## src/hdl/tilt_axis_threshold_detector_assert.svh

```systemverilog
// Assertion macros shared by the tilt axis threshold detector modules.
// Needs a clock clk_i and an active-low reset rst_ni in the including scope.
`ifndef TILT_AXIS_THRESHOLD_DETECTOR_ASSERT_SVH
`define TILT_AXIS_THRESHOLD_DETECTOR_ASSERT_SVH

// The consequent must hold in the same cycle as the antecedent.
`define TATD_ASSERT_NOW(lbl, ante, cons, msg) \
  lbl: assert property (@(posedge clk_i) disable iff (!rst_ni) (ante) |-> (cons)) \
    else $error(msg);

// The consequent must hold in the cycle after the antecedent.
`define TATD_ASSERT_NEXT(lbl, ante, cons, msg) \
  lbl: assert property (@(posedge clk_i) disable iff (!rst_ni) (ante) |=> (cons)) \
    else $error(msg);

`endif

```

## src/hdl/tatd_pkg.sv

```systemverilog
// Shared types and constants of the tilt axis threshold detector.
// Used by every module of the block; depends on nothing.
`timescale 1ns / 1ps
`default_nettype none

package tatd_pkg;

  // Field widths.
  localparam int unsigned SAMPLE_W   = 10;
  localparam int unsigned SAMPLE_MAX = 1023;
  localparam int unsigned RAW_W      = 10;
  localparam int unsigned THR_W      = 15;
  localparam int unsigned TMO_W      = 10;
  localparam int unsigned ACT_W      = 2;
  localparam int unsigned MG_W       = 16;

  // Configuration port.
  localparam int unsigned CFG_IDX_W  = 3;
  localparam int unsigned CFG_DATA_W = 15;

  localparam logic [CFG_IDX_W-1:0] REG_REST_LOW  = 3'd0;
  localparam logic [CFG_IDX_W-1:0] REG_REST_HIGH = 3'd1;
  localparam logic [CFG_IDX_W-1:0] REG_SIDE_THR  = 3'd2;
  localparam logic [CFG_IDX_W-1:0] REG_VERT_THR  = 3'd3;
  localparam logic [CFG_IDX_W-1:0] REG_TIMEOUT   = 3'd4;

  localparam logic [RAW_W-1:0] REST_LOW_RST  = 10'd255;
  localparam logic [RAW_W-1:0] REST_HIGH_RST = 10'd405;
  localparam logic [THR_W-1:0] SIDE_THR_RST  = 15'd300;
  localparam logic [THR_W-1:0] VERT_THR_RST  = 15'd400;
  localparam logic [TMO_W-1:0] TIMEOUT_RST   = 10'd500;

  localparam int unsigned SAMPLES_DEF = 10;

  // Mapping constants.
  localparam int MAP_SPAN = 2000;
  localparam int MAP_LOW  = -1000;
  localparam int Z_OFFSET = 1000;

  // Divider sizing: the numerator holds the largest offset times the span.
  localparam int unsigned NUM_W  = 21;
  localparam int unsigned DEN_W  = 10;
  localparam int unsigned STEP_W = $clog2(NUM_W + 1);
  // Signed scaled value before saturation.
  localparam int unsigned VAL_W  = NUM_W + 2;

  // Axis selection.
  localparam logic [1:0] AXIS_X = 2'd0;
  localparam logic [1:0] AXIS_Y = 2'd1;
  localparam logic [1:0] AXIS_Z = 2'd2;

  // Action codes.
  localparam logic [ACT_W-1:0] ACT_KEEP  = 2'd0;
  localparam logic [ACT_W-1:0] ACT_POS   = 2'd1;
  localparam logic [ACT_W-1:0] ACT_NEG   = 2'd2;
  localparam logic [ACT_W-1:0] ACT_CLEAR = 2'd3;

  typedef enum logic [2:0] {
    ST_IDLE,
    ST_AVG_START,
    ST_AVG_WAIT,
    ST_SCL_START,
    ST_SCL_WAIT,
    ST_FINISH
  } tatd_state_e;

  // Commands from the controller to the datapath.
  typedef struct packed {
    logic       acc;
    logic       div_start;
    logic       div_scale;
    logic       cap_avg;
    logic       cap_val;
    logic [1:0] axis;
    logic       finish;
  } tatd_cmd_t;

  // Status from the datapath to the controller.
  typedef struct packed {
    logic last_item;
    logic div_busy;
  } tatd_sts_t;

endpackage

`default_nettype wire

```

## src/hdl/tilt_axis_threshold_detector.sv

```systemverilog
// Top level of the tilt axis threshold detector: configuration registers,
// controller and datapath. Depends on tatd_pkg, tatd_ctrl and tatd_dp.
`timescale 1ns / 1ps
`default_nettype none

// The block takes one word of three raw 10-bit accelerometer readings at a time
// and sums them per axis. Every SAMPLES-th word closes a group: each sum is
// averaged with truncation, mapped linearly from the rest range [rest_low,
// rest_high] onto -1000 to +1000 milli-g (z is further lowered by 1000), and
// classified against its threshold as positive, negative or in band. In-band
// evaluations count up a per-axis rest counter; when it passes rest_timeout
// the axis reports a clear action and the counter restarts. One result word
// with three actions and three saturated 16-bit milli-g values leaves per
// group. A word that does not close a group is taken without a stall. The
// closing word stalls the input while a single restoring divider, one
// quotient bit per cycle over 21 bits, runs six divisions in turn (average
// and scaling for each axis), and until the three values are classified and
// loaded into the result register. The result register lets a finished word
// wait downstream while the next group is being summed; only a second
// finished word waits on it. Configuration is a plain write port and must
// only be written while the block is idle; an empty rest range (rest_high
// not above rest_low) forces the mapped x and y values to zero and z to
// minus 1000.
module tilt_axis_threshold_detector #(
  parameter int unsigned SAMPLES = tatd_pkg::SAMPLES_DEF
) (
  input  wire logic                                   clk_i,
  input  wire logic                                   rst_ni,
  input  wire logic                                   in_valid_i,
  output logic                                        in_stall_o,
  input  wire logic        [tatd_pkg::SAMPLE_W-1:0]   x_sample_i,
  input  wire logic        [tatd_pkg::SAMPLE_W-1:0]   y_sample_i,
  input  wire logic        [tatd_pkg::SAMPLE_W-1:0]   z_sample_i,
  output logic                                        out_valid_o,
  input  wire logic                                   out_stall_i,
  output logic             [tatd_pkg::ACT_W-1:0]      x_action_o,
  output logic             [tatd_pkg::ACT_W-1:0]      y_action_o,
  output logic             [tatd_pkg::ACT_W-1:0]      z_action_o,
  output logic signed      [tatd_pkg::MG_W-1:0]       x_milli_g_o,
  output logic signed      [tatd_pkg::MG_W-1:0]       y_milli_g_o,
  output logic signed      [tatd_pkg::MG_W-1:0]       z_milli_g_o,
  input  wire logic                                   cfg_we_i,
  input  wire logic        [tatd_pkg::CFG_IDX_W-1:0]  cfg_idx_i,
  input  wire logic        [tatd_pkg::CFG_DATA_W-1:0] cfg_data_i
);

  // Configuration registers. Writes to an unknown index are dropped, and
  // data bits above a register's width are ignored.
  logic [tatd_pkg::RAW_W-1:0] rest_low_q;
  logic [tatd_pkg::RAW_W-1:0] rest_high_q;
  logic [tatd_pkg::THR_W-1:0] side_thr_q;
  logic [tatd_pkg::THR_W-1:0] vert_thr_q;
  logic [tatd_pkg::TMO_W-1:0] timeout_q;

  tatd_pkg::tatd_cmd_t cmd;
  tatd_pkg::tatd_sts_t sts;

  always_ff @(posedge clk_i or negedge rst_ni) begin
    if (!rst_ni) begin
      rest_low_q  <= tatd_pkg::REST_LOW_RST;
      rest_high_q <= tatd_pkg::REST_HIGH_RST;
      side_thr_q  <= tatd_pkg::SIDE_THR_RST;
      vert_thr_q  <= tatd_pkg::VERT_THR_RST;
      timeout_q   <= tatd_pkg::TIMEOUT_RST;
    end else if (cfg_we_i) begin
      unique case (cfg_idx_i)
        tatd_pkg::REG_REST_LOW:  rest_low_q  <= cfg_data_i[tatd_pkg::RAW_W-1:0];
        tatd_pkg::REG_REST_HIGH: rest_high_q <= cfg_data_i[tatd_pkg::RAW_W-1:0];
        tatd_pkg::REG_SIDE_THR:  side_thr_q  <= cfg_data_i[tatd_pkg::THR_W-1:0];
        tatd_pkg::REG_VERT_THR:  vert_thr_q  <= cfg_data_i[tatd_pkg::THR_W-1:0];
        tatd_pkg::REG_TIMEOUT:   timeout_q   <= cfg_data_i[tatd_pkg::TMO_W-1:0];
        default: begin
        end
      endcase
    end
  end

  // The controller owns the handshakes and the order of the divisions.
  tatd_ctrl u_ctrl (
    .clk_i       (clk_i),
    .rst_ni      (rst_ni),
    .in_valid_i  (in_valid_i),
    .in_stall_o  (in_stall_o),
    .out_valid_o (out_valid_o),
    .out_stall_i (out_stall_i),
    .cmd_o       (cmd),
    .sts_i       (sts)
  );

  // The datapath holds the sums, the divider, the rest counters and the
  // result register.
  tatd_dp #(
    .SAMPLES (SAMPLES)
  ) u_dp (
    .clk_i       (clk_i),
    .rst_ni      (rst_ni),
    .cmd_i       (cmd),
    .sts_o       (sts),
    .x_sample_i  (x_sample_i),
    .y_sample_i  (y_sample_i),
    .z_sample_i  (z_sample_i),
    .rest_low_i  (rest_low_q),
    .rest_high_i (rest_high_q),
    .side_thr_i  (side_thr_q),
    .vert_thr_i  (vert_thr_q),
    .timeout_i   (timeout_q),
    .x_action_o  (x_action_o),
    .y_action_o  (y_action_o),
    .z_action_o  (z_action_o),
    .x_milli_g_o (x_milli_g_o),
    .y_milli_g_o (y_milli_g_o),
    .z_milli_g_o (z_milli_g_o)
  );

endmodule

`default_nettype wire

```

## src/hdl/tatd_div.sv

```systemverilog
// Restoring unsigned divider, one quotient bit per cycle.
// Depends on tatd_pkg for the operand widths.
`timescale 1ns / 1ps
`default_nettype none

module tatd_div (
  input  wire logic                       clk_i,
  input  wire logic                       rst_ni,
  input  wire logic                       start_i,
  input  wire logic [tatd_pkg::NUM_W-1:0] num_i,
  input  wire logic [tatd_pkg::DEN_W-1:0] den_i,
  output logic                            busy_o,
  output logic      [tatd_pkg::NUM_W-1:0] quo_o
);

  logic [tatd_pkg::STEP_W-1:0] step_q, step_d;
  logic [tatd_pkg::NUM_W-1:0]  quo_q, quo_d;
  logic [tatd_pkg::DEN_W-1:0]  rem_q, rem_d;
  logic [tatd_pkg::DEN_W-1:0]  den_q, den_d;
  logic [tatd_pkg::DEN_W:0]    trial;
  logic [tatd_pkg::DEN_W:0]    diff;
  logic                        fits;

  always_comb begin
    trial  = {rem_q, quo_q[tatd_pkg::NUM_W-1]};
    diff   = trial - {1'b0, den_q};
    fits   = (trial >= {1'b0, den_q});
    step_d = step_q;
    quo_d  = quo_q;
    rem_d  = rem_q;
    den_d  = den_q;
    if (start_i) begin
      step_d = tatd_pkg::STEP_W'(tatd_pkg::NUM_W);
      quo_d  = num_i;
      rem_d  = '0;
      den_d  = den_i;
    end else if (step_q != '0) begin
      step_d = step_q - 1'b1;
      quo_d  = {quo_q[tatd_pkg::NUM_W-2:0], fits};
      rem_d  = fits ? diff[tatd_pkg::DEN_W-1:0] : trial[tatd_pkg::DEN_W-1:0];
    end
  end

  always_ff @(posedge clk_i or negedge rst_ni) begin
    if (!rst_ni) begin
      step_q <= '0;
    end else begin
      step_q <= step_d;
    end
  end

  always_ff @(posedge clk_i) begin
    quo_q <= quo_d;
    rem_q <= rem_d;
    den_q <= den_d;
  end

  assign busy_o = (step_q != '0);
  assign quo_o  = quo_q;

endmodule

`default_nettype wire

```

## src/hdl/tatd_dp.sv

```systemverilog
// Datapath: sample accumulators, shared divider, scaling, classification
// and the result register. Depends on tatd_pkg and tatd_div.
`timescale 1ns / 1ps
`default_nettype none

module tatd_dp #(
  parameter int unsigned SAMPLES = tatd_pkg::SAMPLES_DEF
) (
  input  wire logic                                 clk_i,
  input  wire logic                                 rst_ni,
  input  wire tatd_pkg::tatd_cmd_t                  cmd_i,
  output tatd_pkg::tatd_sts_t                       sts_o,
  input  wire logic        [tatd_pkg::SAMPLE_W-1:0] x_sample_i,
  input  wire logic        [tatd_pkg::SAMPLE_W-1:0] y_sample_i,
  input  wire logic        [tatd_pkg::SAMPLE_W-1:0] z_sample_i,
  input  wire logic        [tatd_pkg::RAW_W-1:0]    rest_low_i,
  input  wire logic        [tatd_pkg::RAW_W-1:0]    rest_high_i,
  input  wire logic        [tatd_pkg::THR_W-1:0]    side_thr_i,
  input  wire logic        [tatd_pkg::THR_W-1:0]    vert_thr_i,
  input  wire logic        [tatd_pkg::TMO_W-1:0]    timeout_i,
  output logic             [tatd_pkg::ACT_W-1:0]    x_action_o,
  output logic             [tatd_pkg::ACT_W-1:0]    y_action_o,
  output logic             [tatd_pkg::ACT_W-1:0]    z_action_o,
  output logic signed      [tatd_pkg::MG_W-1:0]     x_milli_g_o,
  output logic signed      [tatd_pkg::MG_W-1:0]     y_milli_g_o,
  output logic signed      [tatd_pkg::MG_W-1:0]     z_milli_g_o
);

  localparam int unsigned SUM_W = $clog2(tatd_pkg::SAMPLE_MAX * SAMPLES + 1);
  localparam int unsigned CNT_W = $clog2(SAMPLES + 1);
  localparam int unsigned VAL_W = tatd_pkg::VAL_W;
  localparam int unsigned NUM_W = tatd_pkg::NUM_W;
  localparam int unsigned DEN_W = tatd_pkg::DEN_W;
  localparam int unsigned TMO_W = tatd_pkg::TMO_W;
  localparam int unsigned ACT_W = tatd_pkg::ACT_W;
  localparam int unsigned MG_W  = tatd_pkg::MG_W;

  localparam logic signed [VAL_W-1:0] SAT_HI   = VAL_W'(32767);
  localparam logic signed [VAL_W-1:0] SAT_LO   = VAL_W'(-32768);
  localparam logic signed [VAL_W-1:0] OFS_XY   = VAL_W'(tatd_pkg::MAP_LOW);
  localparam logic signed [VAL_W-1:0] OFS_Z    = VAL_W'(tatd_pkg::MAP_LOW - tatd_pkg::Z_OFFSET);
  localparam logic signed [VAL_W-1:0] EMPTY_Z  = VAL_W'(-tatd_pkg::Z_OFFSET);

  typedef struct packed {
    logic [ACT_W-1:0] action;
    logic [TMO_W-1:0] count;
  } cls_t;

  function automatic cls_t classify(input logic signed [VAL_W-1:0] v,
                                    input logic [tatd_pkg::THR_W-1:0] thr,
                                    input logic [TMO_W-1:0] cnt,
                                    input logic [TMO_W-1:0] tmo);
    logic [VAL_W-1:0] mag;
    logic [TMO_W:0]   nxt;
    cls_t             r;
    mag = v[VAL_W-1] ? -v : v;
    nxt = {1'b0, cnt} + 1'b1;
    if (mag > VAL_W'(thr)) begin
      r.action = v[VAL_W-1] ? tatd_pkg::ACT_NEG : tatd_pkg::ACT_POS;
      r.count  = '0;
    end else if (nxt > {1'b0, tmo}) begin
      r.action = tatd_pkg::ACT_CLEAR;
      r.count  = '0;
    end else begin
      r.action = tatd_pkg::ACT_KEEP;
      r.count  = nxt[TMO_W-1:0];
    end
    return r;
  endfunction

  function automatic logic [MG_W-1:0] sat16(input logic signed [VAL_W-1:0] v);
    logic [MG_W-1:0] r;
    if (v > SAT_HI) begin
      r = 16'h7FFF;
    end else if (v < SAT_LO) begin
      r = 16'h8000;
    end else begin
      r = v[MG_W-1:0];
    end
    return r;
  endfunction

  logic [SUM_W-1:0] x_sum_q, y_sum_q, z_sum_q;
  logic [CNT_W-1:0] samples_q;
  logic [tatd_pkg::RAW_W-1:0] avg_q;
  logic signed [VAL_W-1:0] val_q [3];
  logic [TMO_W-1:0] x_cnt_q, y_cnt_q, z_cnt_q;
  logic [ACT_W-1:0] x_act_q, y_act_q, z_act_q;
  logic [MG_W-1:0]  x_mg_q, y_mg_q, z_mg_q;

  logic [SUM_W-1:0]           sum_sel;
  logic                       off_neg;
  logic [tatd_pkg::RAW_W-1:0] off_mag;
  logic [NUM_W-1:0]           prod;
  logic [NUM_W-1:0]           div_num;
  logic [DEN_W-1:0]           div_den;
  logic [DEN_W-1:0]           span;
  logic                       empty;
  logic                       div_busy;
  logic [NUM_W-1:0]           div_quo;
  logic signed [VAL_W-1:0]    q_s;
  logic signed [VAL_W-1:0]    v_new;
  cls_t                       x_cls, y_cls, z_cls;

  always_comb begin
    case (cmd_i.axis)
      tatd_pkg::AXIS_X: sum_sel = x_sum_q;
      tatd_pkg::AXIS_Y: sum_sel = y_sum_q;
      default:          sum_sel = z_sum_q;
    endcase
  end

  assign empty   = (rest_high_i <= rest_low_i);
  assign span    = rest_high_i - rest_low_i;
  assign off_neg = (avg_q < rest_low_i);
  assign off_mag = off_neg ? (rest_low_i - avg_q) : (avg_q - rest_low_i);
  assign prod    = NUM_W'(off_mag) * NUM_W'(tatd_pkg::MAP_SPAN);
  assign div_num = cmd_i.div_scale ? prod : NUM_W'(sum_sel);
  assign div_den = cmd_i.div_scale ? span : DEN_W'(SAMPLES);

  tatd_div u_div (
    .clk_i   (clk_i),
    .rst_ni  (rst_ni),
    .start_i (cmd_i.div_start),
    .num_i   (div_num),
    .den_i   (div_den),
    .busy_o  (div_busy),
    .quo_o   (div_quo)
  );

  // Signed quotient plus the mapping offset; an empty rest range maps x and y to zero and z to minus 1000.
  always_comb begin
    q_s = $signed({2'b00, div_quo});
    if (off_neg) begin
      q_s = -q_s;
    end
    if (cmd_i.axis == tatd_pkg::AXIS_Z) begin
      v_new = empty ? EMPTY_Z : q_s + OFS_Z;
    end else begin
      v_new = empty ? '0 : q_s + OFS_XY;
    end
  end

  assign x_cls = classify(val_q[0], side_thr_i, x_cnt_q, timeout_i);
  assign y_cls = classify(val_q[1], side_thr_i, y_cnt_q, timeout_i);
  assign z_cls = classify(val_q[2], vert_thr_i, z_cnt_q, timeout_i);

  always_ff @(posedge clk_i or negedge rst_ni) begin
    if (!rst_ni) begin
      x_sum_q   <= '0;
      y_sum_q   <= '0;
      z_sum_q   <= '0;
      samples_q <= '0;
      x_cnt_q   <= '0;
      y_cnt_q   <= '0;
      z_cnt_q   <= '0;
    end else if (cmd_i.finish) begin
      x_sum_q   <= '0;
      y_sum_q   <= '0;
      z_sum_q   <= '0;
      samples_q <= '0;
      x_cnt_q   <= x_cls.count;
      y_cnt_q   <= y_cls.count;
      z_cnt_q   <= z_cls.count;
    end else if (cmd_i.acc) begin
      x_sum_q   <= x_sum_q + SUM_W'(x_sample_i);
      y_sum_q   <= y_sum_q + SUM_W'(y_sample_i);
      z_sum_q   <= z_sum_q + SUM_W'(z_sample_i);
      samples_q <= samples_q + 1'b1;
    end
  end

  always_ff @(posedge clk_i) begin
    if (cmd_i.cap_avg) begin
      avg_q <= div_quo[tatd_pkg::RAW_W-1:0];
    end
    if (cmd_i.cap_val) begin
      val_q[cmd_i.axis] <= v_new;
    end
    if (cmd_i.finish) begin
      x_act_q <= x_cls.action;
      y_act_q <= y_cls.action;
      z_act_q <= z_cls.action;
      x_mg_q  <= sat16(val_q[0]);
      y_mg_q  <= sat16(val_q[1]);
      z_mg_q  <= sat16(val_q[2]);
    end
  end

  assign sts_o.last_item = (samples_q == CNT_W'(SAMPLES - 1));
  assign sts_o.div_busy  = div_busy;

  assign x_action_o  = x_act_q;
  assign y_action_o  = y_act_q;
  assign z_action_o  = z_act_q;
  assign x_milli_g_o = x_mg_q;
  assign y_milli_g_o = y_mg_q;
  assign z_milli_g_o = z_mg_q;

endmodule

`default_nettype wire

```

## src/hdl/tatd_ctrl.sv

```systemverilog
// Controller: sequences accumulation, the six divisions and the result hand-off.
// Depends on tatd_pkg and the assertion macro header.
`timescale 1ns / 1ps
`default_nettype none

`include "tilt_axis_threshold_detector_assert.svh"

module tatd_ctrl (
  input  wire logic                clk_i,
  input  wire logic                rst_ni,
  input  wire logic                in_valid_i,
  output logic                     in_stall_o,
  output logic                     out_valid_o,
  input  wire logic                out_stall_i,
  output tatd_pkg::tatd_cmd_t      cmd_o,
  input  wire tatd_pkg::tatd_sts_t sts_i
);

  tatd_pkg::tatd_state_e state_q, state_d;
  logic [1:0]            axis_q, axis_d;
  logic                  out_valid_q, out_valid_d;
  tatd_pkg::tatd_cmd_t   cmd;

  always_ff @(posedge clk_i or negedge rst_ni) begin
    if (!rst_ni) begin
      state_q     <= tatd_pkg::ST_IDLE;
      axis_q      <= tatd_pkg::AXIS_X;
      out_valid_q <= 1'b0;
    end else begin
      state_q     <= state_d;
      axis_q      <= axis_d;
      out_valid_q <= out_valid_d;
    end
  end

  always_comb begin
    state_d = state_q;
    axis_d  = axis_q;
    cmd     = '0;
    cmd.axis = axis_q;
    unique case (state_q)
      tatd_pkg::ST_IDLE: begin
        cmd.acc = in_valid_i;
        if (in_valid_i && sts_i.last_item) begin
          axis_d  = tatd_pkg::AXIS_X;
          state_d = tatd_pkg::ST_AVG_START;
        end
      end
      tatd_pkg::ST_AVG_START: begin
        cmd.div_start = 1'b1;
        state_d       = tatd_pkg::ST_AVG_WAIT;
      end
      tatd_pkg::ST_AVG_WAIT: begin
        if (!sts_i.div_busy) begin
          cmd.cap_avg = 1'b1;
          state_d     = tatd_pkg::ST_SCL_START;
        end
      end
      tatd_pkg::ST_SCL_START: begin
        cmd.div_start = 1'b1;
        cmd.div_scale = 1'b1;
        state_d       = tatd_pkg::ST_SCL_WAIT;
      end
      tatd_pkg::ST_SCL_WAIT: begin
        cmd.div_scale = 1'b1;
        if (!sts_i.div_busy) begin
          cmd.cap_val = 1'b1;
          if (axis_q == tatd_pkg::AXIS_Z) begin
            state_d = tatd_pkg::ST_FINISH;
          end else begin
            axis_d  = axis_q + 2'd1;
            state_d = tatd_pkg::ST_AVG_START;
          end
        end
      end
      tatd_pkg::ST_FINISH: begin
        if (!out_valid_q || !out_stall_i) begin
          cmd.finish = 1'b1;
          state_d    = tatd_pkg::ST_IDLE;
        end
      end
      default: begin
        state_d = tatd_pkg::ST_IDLE;
      end
    endcase
  end

  assign out_valid_d = cmd.finish | (out_valid_q & out_stall_i);
  assign in_stall_o  = (state_q != tatd_pkg::ST_IDLE);
  assign out_valid_o = out_valid_q;
  assign cmd_o       = cmd;

  `TATD_ASSERT_NOW(a_no_overwrite, cmd.finish, !out_valid_q || !out_stall_i, "result word overwritten while stalled")
  `TATD_ASSERT_NOW(a_div_free, cmd.div_start, !sts_i.div_busy, "divider started while busy")
  `TATD_ASSERT_NEXT(a_group_start, state_q == tatd_pkg::ST_IDLE && in_valid_i && sts_i.last_item, state_q == tatd_pkg::ST_AVG_START && axis_q == tatd_pkg::AXIS_X, "group end did not start averaging")
  `TATD_ASSERT_NOW(a_axis_range, state_q != tatd_pkg::ST_IDLE, axis_q == tatd_pkg::AXIS_X || axis_q == tatd_pkg::AXIS_Y || axis_q == tatd_pkg::AXIS_Z, "axis selector out of range")

endmodule

`default_nettype wire

```

## config.mk

```make
export PLATFORM = sky130hd
export DESIGN_NAME = tilt_axis_threshold_detector
export DESIGN_NICKNAME = d
export VERILOG_FILES = /design/src/hdl/tatd_pkg.sv /design/src/hdl/tilt_axis_threshold_detector.sv /design/src/hdl/tatd_div.sv /design/src/hdl/tatd_dp.sv /design/src/hdl/tatd_ctrl.sv
export VERILOG_INCLUDE_DIRS = /design/src /design/src/hdl
export SDC_FILE = /design/constraint.sdc
export NUM_CORES = 1
export LEC_CHECK = 0
export BUFFER_PORTS_ARGS = -buffer_cell sky130_fd_sc_hd__buf_2
export CAP_MARGIN = 20
export CORE_MARGIN = 2
export CORE_UTILIZATION = 40
export CTS_BUF_LIST = sky130_fd_sc_hd__clkbuf_2
export DETAILED_ROUTE_END_ITERATION = 8
export PLACE_DENSITY_LB_ADDON = 0.25
export SYNTH_ARGS = -nofsm -noshare
export SYNTH_HDL_FRONTEND = slang
export SYNTH_HIERARCHICAL = 1
export SYNTH_SLANG_ARGS = --single-unit
```

## constraint.sdc

```tcl
create_clock -name clk_i -period 15.3 [get_ports clk_i]
set_clock_uncertainty 0.2 [all_clocks]
set_input_delay 0.765 -clock clk_i [delete_from_list [all_inputs] [get_ports clk_i]]
set_output_delay 0.765 -clock clk_i [all_outputs]
set_load 0.005 [all_outputs]
```

# After elaboration in Yosys (flattened, before gate mapping)
# Memories as Yosys holds them, arrays and structs flattened.
# Index checks and enable logic that the tools add are counted.
# totals
register_bits	252
ram_bits	69
inputBits	53
mem_count	1
# classes
n_addsub	19
mul	1
magnitude_cmp	15
eq_ne	17
muxes	55
bitwise_logic	2
n_reduce_logical	21
# memory_table
name	words	width	read_ports	rd_ports_with_merged_regs	write_ports	line_no	rtl
u_dp.val_q	3	23	3	0	1	tatd_dp.sv:86	logic signed [VAL_W-1:0] val_q [3];
# ops
cell	n
23-bit two-way mux	7
14-bit two-way mux	6
12-bit two-way mux	6
23-bit by 15-bit greater-than comparator with 1-bit output	3
23-bit by 16-bit greater-than comparator with 1-bit output (second input constant)	3
23-bit by 16-bit less-than comparator with 1-bit output (second input constant)	3
23-bit negator	3
21-bit two-way mux	3
16-bit two-way mux	3
14-bit by 10-bit adder with 14-bit output	3
10-bit subtractor	4
10-bit by 1-bit adder with 11-bit output (second input constant)	3
11-bit by 10-bit greater-than comparator with 1-bit output	3
14-bit one-hot mux with 2 select lines	1
23-bit by 12-bit adder with 23-bit output (second input constant)	1
23-bit adder (second input constant)	1
21-bit negator with 23-bit output	1
10-bit two-way mux	2
3-bit one-hot mux with 6 select lines	1
10-bit by 7-bit multiplier with 17-bit output (second input constant)	1
3-bit two-way mux	5
3-bit by 2-bit == test with 1-bit output (second input constant)	4
2-bit two-way mux	6
11-bit by 10-bit greater-or-equal comparator with 1-bit output	1
29 further kinds	56

# Logic depth before layout (Yosys ltp)
# Gate-level depths: netlist of run 1.
# logic_depth
word_depth	5
mapped_depth	30
mapped_depth_nobuf	28

# Modules after synthesis
# Netlist of run 1, hierarchy kept.
# by_module_without_submodules
module	instances	cells_each	area_per_inst_um2	seq_area_each_um2
tatd_dp	1	1930	17904.7	5895.7
tatd_div	1	206	2427.3	1256.2
tilt_axis_threshold_detector	1	131	2371.0	1534.0
tatd_ctrl	1	42	396.6	150.1

# Least setup slack after synthesis of run 1
# OpenSTA, ideal clock, no wires.
# synth_timing
kind	register to register
start	register rest_low_q[1] in the netlist's numbering
end	register u_dp.u_div.quo_q (netlist bit u_dp/u_div/quo_o[20]) (data pin)
setup_time_ps	260
arrival_time_ps	7270
setup_slack_ps	7570
stages_incl_launch_ff	27
path_buffers	1
path_cell_list	dfstp_2 -> inv_1 -> fa_1 -> a211oi_1 -> o21ai_0 -> a21oi_1 -> clkbuf_1 -> mux2i_1 -> o221ai_1 -> a31oi_1 -> xnor2_1 -> inv_1 -> ha_1 -> inv_1 -> fa_1 -> fa_1 -> fa_1 -> inv_1 -> ha_1 -> a2111oi_0 -> nor3_1 -> a41o_1 -> o41ai_1 -> o21ai_0 -> xnor2_1 -> and2_1 -> mux2_2
# synth_between
elab_chain_len	5
# synth_rtl
item	line_no	rtl
from (decl)	tilt_axis_threshold_detector.sv:49	logic [tatd_pkg::RAW_W-1:0] rest_low_q;
from (signal assigned)	tilt_axis_threshold_detector.sv:60	rest_low_q <= tatd_pkg::REST_LOW_RST;
from (signal assigned)	tilt_axis_threshold_detector.sv:67	tatd_pkg::REG_REST_LOW: rest_low_q <= cfg_data_i[tatd_pkg::RAW_W-1:0];
10-bit subtractor / 10-bit less-than comparator (equally long branches)	tatd_dp.sv:116, tatd_dp.sv:115	
10-bit two-way mux *	tatd_dp.sv:116	assign off_mag = off_neg ? (rest_low_i - avg_q) : (avg_q - rest_low_i);
10-bit by 7-bit multiplier with 17-bit output *	tatd_dp.sv:117	assign prod = NUM_W'(off_mag) * NUM_W'(tatd_pkg::MAP_SPAN);
21-bit two-way mux *	tatd_dp.sv:118	assign div_num = cmd_i.div_scale ? prod : NUM_W'(sum_sel);
net u_dp.div_num[20]	tatd_dp.sv:95	logic [NUM_W-1:0] div_num;
21-bit two-way mux *	tatd_div.sv:32	if (start_i) begin
net u_dp.u_div.quo_d (one bit)	tatd_div.sv:17	logic [tatd_pkg::NUM_W-1:0] quo_q, quo_d;
to (signal assigned)	tatd_div.sv:53	quo_q <= quo_d;
to (decl)	tatd_div.sv:17	
# Mark *: on every way through the listed nets, which the timed path passes. The rest lies on a longest branch.
# A chain may end at the register's enable or synchronous reset.

# Worst setup path in the final report of run 1
# Ends and elaborated chain as after synthesis.

==> results.toml, run 1 <==
[status]
outcome = "finished, final reports clean"

[synth]
ys.flop_type = "sky130_fd_sc_hd__edfxtp_1"
yosysUniqueCellTypes = 107
async_flop_share_pct = 45.8
number_of_enable_flip_flop_cells_after_synthesis = 164
synth_cells = 2309
mappedNetlistNets = 2601
ys_warn_count = 6
ys_ff_latch = 321
postSynthAreaPerCell_um2 = 10.0
yosysSeqAreaShare_pct = 38.3
synthesis.area_um2 = 23100

[critical_path]
cp-start-kind = "register"
req_time_crit_path_ns = 15.95
worst_ep_arrival_time_ns = 8.98
path_max_fanout = 26
critical_path.endpoint_type = "register"
critical_path.reg2reg.endpoint = "u_dp/u_div/quo_o[20]"
crit_type = "reg -> reg"
timing.reg2reg.worst_path_depth = 26
worst_r2r_src = "rest_low_q[1]"
rrSetupSlack_ns = 6.96

[die]
dieHeight_um = 244
effective_utilization_at_floorplan_pct = 40.3
core_area_um2 = 57400
fp.dieW_um = 244
die_area_um2 = 59700
boundaryPins = 109
std_cell_rows = 88

[sta]
fin_crit_sh_pct = 54.5
timing.final.crit_period_ns = 8.34
max_clock_freq_mhz = 120
setup_violations = 0
timing.final.max_slew_violations = 0
slew_headroom_pct = 26.9
tightest_slew_ns = 1.09
fin_ws_ns = 6.96
setup_tns_ns = 0
finalHoldViolCount = 0
grt_setup_unrepaired = "no"

[clock_tree]
cts_buffers = 91
clockRootBuffer = "sky130_fd_sc_hd__clkbuf_2"
clkSlewWorstSetupHoldPaths_ns = 0.11
cts_setup_buffers = 0
tritoncts = "built"
longest_clk_path_bufs = 3
clk_latency_ns = 1.08
htree_num_levels = 3
clock_sink_count = 321

[global_routing]
grt_pass1_vias = 18200
grt_usage_pct = 20.6
grt_max_degree = 87
number_of_antenna_violations_at_the_first_check_in_global_routing = 1
global_route_wire_length_before_repair_um = 97600
grt-ovfl-total = 0

[drt]
postRouteAntennaNets = 0
detail_route.iter0.violations = 938
drc_errors = 0
drt_pass1_iterations = 7
wl_per_cell_um = 18.4
via_cell_ratio = 5.47
vias = 18200
detail_route.wirelength_um = 61200

[cells_and_area]
fillCellCount = 5561
area_growth_pct = 11.7
drive_gt1_share_pct = 17.3
final_layout_net_count = 2779
post-route-cell-area_um2 = 25800

[placed_design]
placedInstanceArea_um2 = 24400
placement.setup.worst_slack_ns = 7.02
detailed_place_hpwl_um = 44800
port_buffers = 108
finalWeightedCongestion = 0.896

[run]
cap_viol_max_count = 0

[min_path]
hold_path_class = "in -> async"
-- cell usage in the layout (no fill, tap or decap), types with 10 or more instances in the layout --
cell type / synthesis / final
sky130_fd_sc_hd__o211ai_1: 11 / 11
sky130_fd_sc_hd__o41ai_1: 10 / 10
sky130_fd_sc_hd__or4_1: 10 / 10
sky130_fd_sc_hd__dfrtp_1: 121 / 121
sky130_fd_sc_hd__mux2_4: 10 / 10
sky130_fd_sc_hd__o21bai_1: 18 / 18
sky130_fd_sc_hd__a31oi_1: 21 / 21
sky130_fd_sc_hd__xnor2_1: 124 / 124
sky130_fd_sc_hd__dfxtp_1: 10 / 10
sky130_fd_sc_hd__clkbuf_2: 0 / 131
sky130_fd_sc_hd__nor4_1: 15 / 15
sky130_fd_sc_hd__inv_1: 175 / 175
sky130_fd_sc_hd__nor2_1: 182 / 180
sky130_fd_sc_hd__a21o_1: 32 / 32
sky130_fd_sc_hd__a211oi_1: 24 / 24
sky130_fd_sc_hd__ha_1: 205 / 205
sky130_fd_sc_hd__dlygate4sd3_1: 0 / 49
sky130_fd_sc_hd__and2_1: 18 / 18
sky130_fd_sc_hd__nand4_1: 36 / 36
sky130_fd_sc_hd__nand2b_1: 15 / 15
sky130_fd_sc_hd__buf_2: 6 / 107
sky130_fd_sc_hd__nand3_1: 58 / 58
sky130_fd_sc_hd__or3_1: 19 / 19
sky130_fd_sc_hd__mux2i_1: 65 / 65
sky130_fd_sc_hd__edfxtp_1: 164 / 164
sky130_fd_sc_hd__o2bb2ai_1: 11 / 11
sky130_fd_sc_hd__buf_4: 4 / 24
sky130_fd_sc_hd__xor2_1: 38 / 38
sky130_fd_sc_hd__and3_1: 18 / 18
sky130_fd_sc_hd__nor2b_1: 24 / 24
sky130_fd_sc_hd__fa_1: 34 / 34
sky130_fd_sc_hd__o21ai_0: 115 / 114
sky130_fd_sc_hd__clkinv_1: 1 / 16
sky130_fd_sc_hd__o31ai_1: 20 / 20
sky130_fd_sc_hd__o21a_1: 66 / 66
sky130_fd_sc_hd__nor3_1: 55 / 55
sky130_fd_sc_hd__nand2_1: 123 / 123
sky130_fd_sc_hd__mux2_2: 75 / 75
sky130_fd_sc_hd__dfstp_2: 26 / 26
sky130_fd_sc_hd__a21oi_1: 102 / 100
-- worst max-delay path: stages (launching register included) --
cell and delay [ns]:
sky130_fd_sc_hd__dfstp_2 0.61, sky130_fd_sc_hd__inv_1 0.12, sky130_fd_sc_hd__fa_1 0.47, sky130_fd_sc_hd__a211oi_1 0.32, sky130_fd_sc_hd__o21ai_0 0.20, sky130_fd_sc_hd__a21oi_2 0.44
sky130_fd_sc_hd__buf_4 0.38, sky130_fd_sc_hd__mux2i_1 0.34, sky130_fd_sc_hd__nand2_1 0.11, sky130_fd_sc_hd__a311oi_1 0.35, sky130_fd_sc_hd__or2_2 0.18, sky130_fd_sc_hd__xnor2_1 0.26
sky130_fd_sc_hd__inv_1 0.28, sky130_fd_sc_hd__fa_1 0.58, sky130_fd_sc_hd__inv_1 0.06, sky130_fd_sc_hd__fa_1 0.54, sky130_fd_sc_hd__fa_1 0.44, sky130_fd_sc_hd__ha_1 0.31
sky130_fd_sc_hd__ha_1 0.36, sky130_fd_sc_hd__nand3_1 0.11, sky130_fd_sc_hd__nand2_1 0.06, sky130_fd_sc_hd__a41o_1 0.23, sky130_fd_sc_hd__o41ai_1 0.41, sky130_fd_sc_hd__o21ai_0 0.20
sky130_fd_sc_hd__xnor2_1 0.15, sky130_fd_sc_hd__and2_1 0.15, sky130_fd_sc_hd__mux2_2 0.25
-- metrics by stage --
step                      util [%]  cells  hold slack (ns)
after floorplan                  -   2309            0.240
after global placement        42.5   3108            0.288
after detailed placement      42.5   3108            0.295
after CTS                     44.9   3319           0.0257
after global routing          45.0   3322            0.121
final                         45.0   3324            0.172
-- timing repair --
item                      in CTS  in global routing
hold buffers                  49                  0
hold endpoints to repair     178                  0
gates resized for setup        0                  0
-- logic make-up (layout without fill, tap and decap cells) --
family / after synthesis / count (layout) / synth area share [%]
flip-flops: 321 / 321 / 38.3
AO/OA/AOI/OAI: 527 / 527 / 15.5
AND/OR/NAND/NOR: 638 / 638 / 14.2
other: 0 / 3 / 0
buffers and inverters: 272 / 519 / 4.73
multiplexers: 150 / 150 / 7.12
adder cells (fa/ha/maj): 239 / 239 / 14.1
XOR/XNOR: 162 / 162 / 6.14
-- registers in the layout, summed over array words and instances (netlist names), 14 cells and up --
name and flops:
side_thr_q 15, u_dp/u_div/quo_o 21, u_dp/val_q 69, u_dp/x_milli_g_o 16, u_dp/x_sum_q 14, u_dp/y_milli_g_o 16, u_dp/y_sum_q 14, u_dp/z_milli_g_o 16
u_dp/z_sum_q 14, vert_thr_q 15
-- synth_stat cells, types with 26 or more instances --
library cell / instances / area (um^2)
sky130_fd_sc_hd__ha_1: 205 / 2560
sky130_fd_sc_hd__nor2_1: 182 / 683
sky130_fd_sc_hd__inv_1: 175 / 657
sky130_fd_sc_hd__edfxtp_1: 164 / 4920
sky130_fd_sc_hd__xnor2_1: 124 / 1090
sky130_fd_sc_hd__nand2_1: 123 / 462
sky130_fd_sc_hd__dfrtp_1: 121 / 3030
sky130_fd_sc_hd__o21ai_0: 115 / 576
sky130_fd_sc_hd__a21oi_1: 102 / 510
sky130_fd_sc_hd__mux2_2: 75 / 845
sky130_fd_sc_hd__clkbuf_1: 74 / 278
sky130_fd_sc_hd__o21a_1: 66 / 495
sky130_fd_sc_hd__mux2i_1: 65 / 651
sky130_fd_sc_hd__nand3_1: 58 / 290
sky130_fd_sc_hd__nor3_1: 55 / 275
sky130_fd_sc_hd__xor2_1: 38 / 333
sky130_fd_sc_hd__nand4_1: 36 / 225
sky130_fd_sc_hd__fa_1: 34 / 681
sky130_fd_sc_hd__a21o_1: 32 / 240
sky130_fd_sc_hd__dfstp_2: 26 / 683
-- final cells by class --
| class | instances | area (um^2) | area share (%) |
|---|---|---|---|
| inverters | 176 | 661 | 2.56 |
| well taps | 765 | 957 | 3.71 |
| clock buffers | 131 | 656 | 2.54 |
| multi-input cells | 1716 | 13200 | 51.3 |
| repair buffers | 181 | 1220 | 4.72 |
| clock inverters | 31 | 236 | 0.917 |
| diodes | 3 | 7.51 | 0.0291 |
| flip-flops and latches | 321 | 8840 | 34.2 |
-- how the worst max path moves through the flow --
stage / from / endpoint / slack [ns]
finish: rest_low_q[1] / u_dp/u_div/quo_o[20] / 6.96
global route: rest_low_q[1] / u_dp/u_div/quo_o[20] / 6.30
global placement: rest_low_q[0] / u_dp/u_div/quo_o[20] / 7.16
CTS: rest_low_q[1] / u_dp/u_div/quo_o[20] / 6.98
floorplan: rest_low_q[1] / u_dp/u_div/quo_o[20] / 7.57
detailed placement: rest_low_q[1] / u_dp/u_div/quo_o[20] / 7.02
-- per-layer routing --
layer	up-vias	global-route usage (%)	share of wire, %
met5	-	0	0
met4	0	9.33	3.6
met3	117	3.33	4.8
met2	480	34.7	48
met1	8753	25.9	43
li1	8822	-	-
Power of run 1 is left out: the tool's default activity adds up to more than one toggle a clock period on the data nets, which glitch-free logic cannot reach.
==> inputs of run 2 (changes only) <==
clock period = 7.1 ns   (was 15.3 ns; I/O delays follow)
==> run 2 against run 1 <==
- critical path depth is the same
- cell area grew 5.0%
- global-route usage is 0.58 points higher
- cell count rose by 3.2%
- via count increased by 3.0%
- setup slack worse by 6.9 ns
- worst hold slack got worse by 0.042 ns
- die area unchanged
- sequential share of layout area shrank 1.6 points
- register-to-register slack worse by 6.9 ns
- sequential cell count unchanged
==> results.toml, run 2 (synthesized netlist as in run 1, its figures left out) <==
[clock_tree]
clk_latency_ns = 1.07
htree_num_levels = 3
cts_buffers = 92
clkSlewWorstSetupHoldPaths_ns = 0.10
clock_sink_count = 321
clockRootBuffer = "sky130_fd_sc_hd__clkbuf_2"
tritoncts = "built"
longest_clk_path_bufs = 3

[die]
core_area_um2 = 57400
fp.dieW_um = 244
std_cell_rows = 88
die_area_um2 = 59700
dieHeight_um = 244
boundaryPins = 109
effective_utilization_at_floorplan_pct = 40.3

[min_path]
min-delay-start = "x_sample_i[1]"
min_path_cells = 5
hold_end = "u_dp/x_sum_q[1]"
hold_path_class = "in -> reg"

[sta]
timing.final.crit_period_ns = 7.05
tightest_slew_ns = 1.02
finalHoldViolCount = 0
timing.final.max_slew_violations = 0
grt_setup_unrepaired = "yes"
fin_crit_sh_pct = 99.4
slew_headroom_pct = 32.2
max_clock_freq_mhz = 142
setup_violations = 0

[global_routing]
grt_usage_pct = 21.2
grt-ovfl-total = 0
global_route_wire_length_before_repair_um = 101000
grt_max_degree = 146
grt_pass1_vias = 19000
number_of_antenna_violations_at_the_first_check_in_global_routing = 3

[cells_and_area]
most-common-layout-cells = "sky130_fd_sc_hd__ha_1, sky130_fd_sc_hd__nor2_1, sky130_fd_sc_hd__inv_1, sky130_fd_sc_hd__edfxtp_1, sky130_fd_sc_hd__clkbuf_2"
final_cell_count_no_fill = 3430
leading_cell_type_in_the_layout_fill_and_taps_excluded = "sky130_fd_sc_hd__ha_1"
drive_gt1_share_pct = 20.1
largest_reg_flops = 69
area_growth_pct = 17.3
final_layout_net_count = 2876
top_register = "u_dp/val_q"

[critical_path]
worst_r2r_src = "rest_low_q[0]"
crit_type = "reg -> reg"
worst_ep_arrival_time_ns = 7.61
cpPeakStageDelay_ns = 0.57
path_max_fanout = 6
critPathMostFrequentCell = "sky130_fd_sc_hd__ha_1"
critical_path.reg2reg.endpoint = "u_dp/u_div/quo_o[20]"
cp-start-kind = "register"
rrSetupSlack_ns = 0.05
worstPathBufferInverterCount = 5
critical_path.endpoint_type = "register"
timing.critical_path.max_delay_family = "adder cells"
timing.reg2reg.worst_path_depth = 26
req_time_crit_path_ns = 7.65
worst_path_max_delay_cell = "sky130_fd_sc_hd__dfstp_2"

[drt]
detail_route.wirelength_um = 63400
detail_route.iter0.violations = 1176
postRouteAntennaNets = 0
via_cell_ratio = 5.46
wl_per_cell_um = 18.5
vias = 18700
drc_errors = 0
drt_pass1_iterations = 5

[placed_design]
port_buffers = 108
detailed_place_hpwl_um = 45400
dp.cells = 3134
finalWeightedCongestion = 0.873

[run]
cap_viol_max_count = 0

[status]
outcome = "finished, final reports clean"
[run 2: cell count changes in the layout (fill, tap and decap cells not counted), moves of 4 or more]
cell,delta
sky130_fd_sc_hd__mux2i_1,-4
sky130_fd_sc_hd__mux2i_4,+4
sky130_fd_sc_hd__ha_1,-9
sky130_fd_sc_hd__inv_2,+10
sky130_fd_sc_hd__inv_1,-11
sky130_fd_sc_hd__dlygate4sd3_1,+53
sky130_fd_sc_hd__buf_4,+37
sky130_fd_sc_hd__xnor2_1,-6
sky130_fd_sc_hd__clkinv_1,+9
sky130_fd_sc_hd__ha_4,+9
sky130_fd_sc_hd__clkbuf_2,+7
sky130_fd_sc_hd__clkinv_2,-6
[run 2: metal layers]
layer  routed length [um]  global-route usage, %  vias to the layer above
met3                 2740                   3.64                      128
met1                27600                   26.5                     9123
met2                30900                   36.3                      453
li1                     -                      -                     9007
met4                 2130                   8.39                        0
met5                    0                      0                        -
[run 2: worst register-to-register path, cell delays in order, from the launching register on]
cell	delay, ns
sky130_fd_sc_hd__dfstp_2	0.57
sky130_fd_sc_hd__ha_4	0.12
sky130_fd_sc_hd__inv_2	0.04
sky130_fd_sc_hd__fa_2	0.39
sky130_fd_sc_hd__a211oi_2	0.24
sky130_fd_sc_hd__o21ai_2	0.11
sky130_fd_sc_hd__a21oi_2	0.19
sky130_fd_sc_hd__buf_6	0.18
sky130_fd_sc_hd__mux2i_4	0.30
sky130_fd_sc_hd__o211a_1	0.27
sky130_fd_sc_hd__xnor2_4	0.17
sky130_fd_sc_hd__buf_4	0.18
sky130_fd_sc_hd__ha_1	0.23
sky130_fd_sc_hd__ha_1	0.30
sky130_fd_sc_hd__inv_1	0.08
sky130_fd_sc_hd__fa_1	0.46
sky130_fd_sc_hd__fa_1	0.54
sky130_fd_sc_hd__inv_1	0.05
sky130_fd_sc_hd__ha_1	0.38
sky130_fd_sc_hd__a2111oi_4	0.33
sky130_fd_sc_hd__nor3_2	0.08
sky130_fd_sc_hd__a41o_1	0.26
sky130_fd_sc_hd__o41ai_2	0.37
sky130_fd_sc_hd__o21ai_1	0.14
sky130_fd_sc_hd__xnor2_1	0.13
sky130_fd_sc_hd__and2_1	0.15
sky130_fd_sc_hd__mux2_2	0.25
[run 2: worst max path at each step]
stage	from	to	slack, ns	cells past startpoint
floorplan	rest_low_q[1]	u_dp/u_div/quo_o[20]	-0.04	24
global placement	rest_low_q[0]	u_dp/u_div/quo_o[20]	-0.03	27
detailed placement	rest_low_q[0]	u_dp/u_div/quo_o[20]	-0.14	27
CTS	rest_low_q[0]	u_dp/u_div/quo_o[20]	-0.02	26
global route	rest_low_q[0]	u_dp/u_div/quo_o[20]	-0.25	27
finish	rest_low_q[0]	u_dp/u_div/quo_o[20]	0.05	26
[run 2: stage by stage]
step	utilization [%]	cell area (um^2)	setup TNS [ns]	worst slack (ns)	hold slack, ns
after floorplan	-	23200	-0.0422	-0.0422	-0.141
after global placement	43.0	24600	-0.0347	-0.0347	0.135
after detailed placement	43.0	24700	-0.247	-0.136	0.135
after CTS	46.6	26700	-0.0205	-0.0166	0.000128
after global routing	47.2	27100	-0.597	-0.250	0.0228
final	47.2	27100	0	0.0452	0.130
[run 2: layout make-up]
type                    instances  area [um^2]
flip-flops and latches        321         8840
clock buffers                 138          691
well taps                     765          957
repair buffers                277         2120
diodes                          5         12.5
inverters                     176          661
clock inverters                32          186
multi-input cells            1716        13600
fillers                      5329        30300
[run 2: repair_timing]
item / in CTS / in global routing
hold buffers: 103 / 0
pin swaps: 11 / 52
setup endpoints to repair: 3 / 6
endpoints found under the hold margin: 342 / 0
resized for setup: 18 / 47
buffers inserted: 4 / 11
Power of run 2 is left out for the same reason.
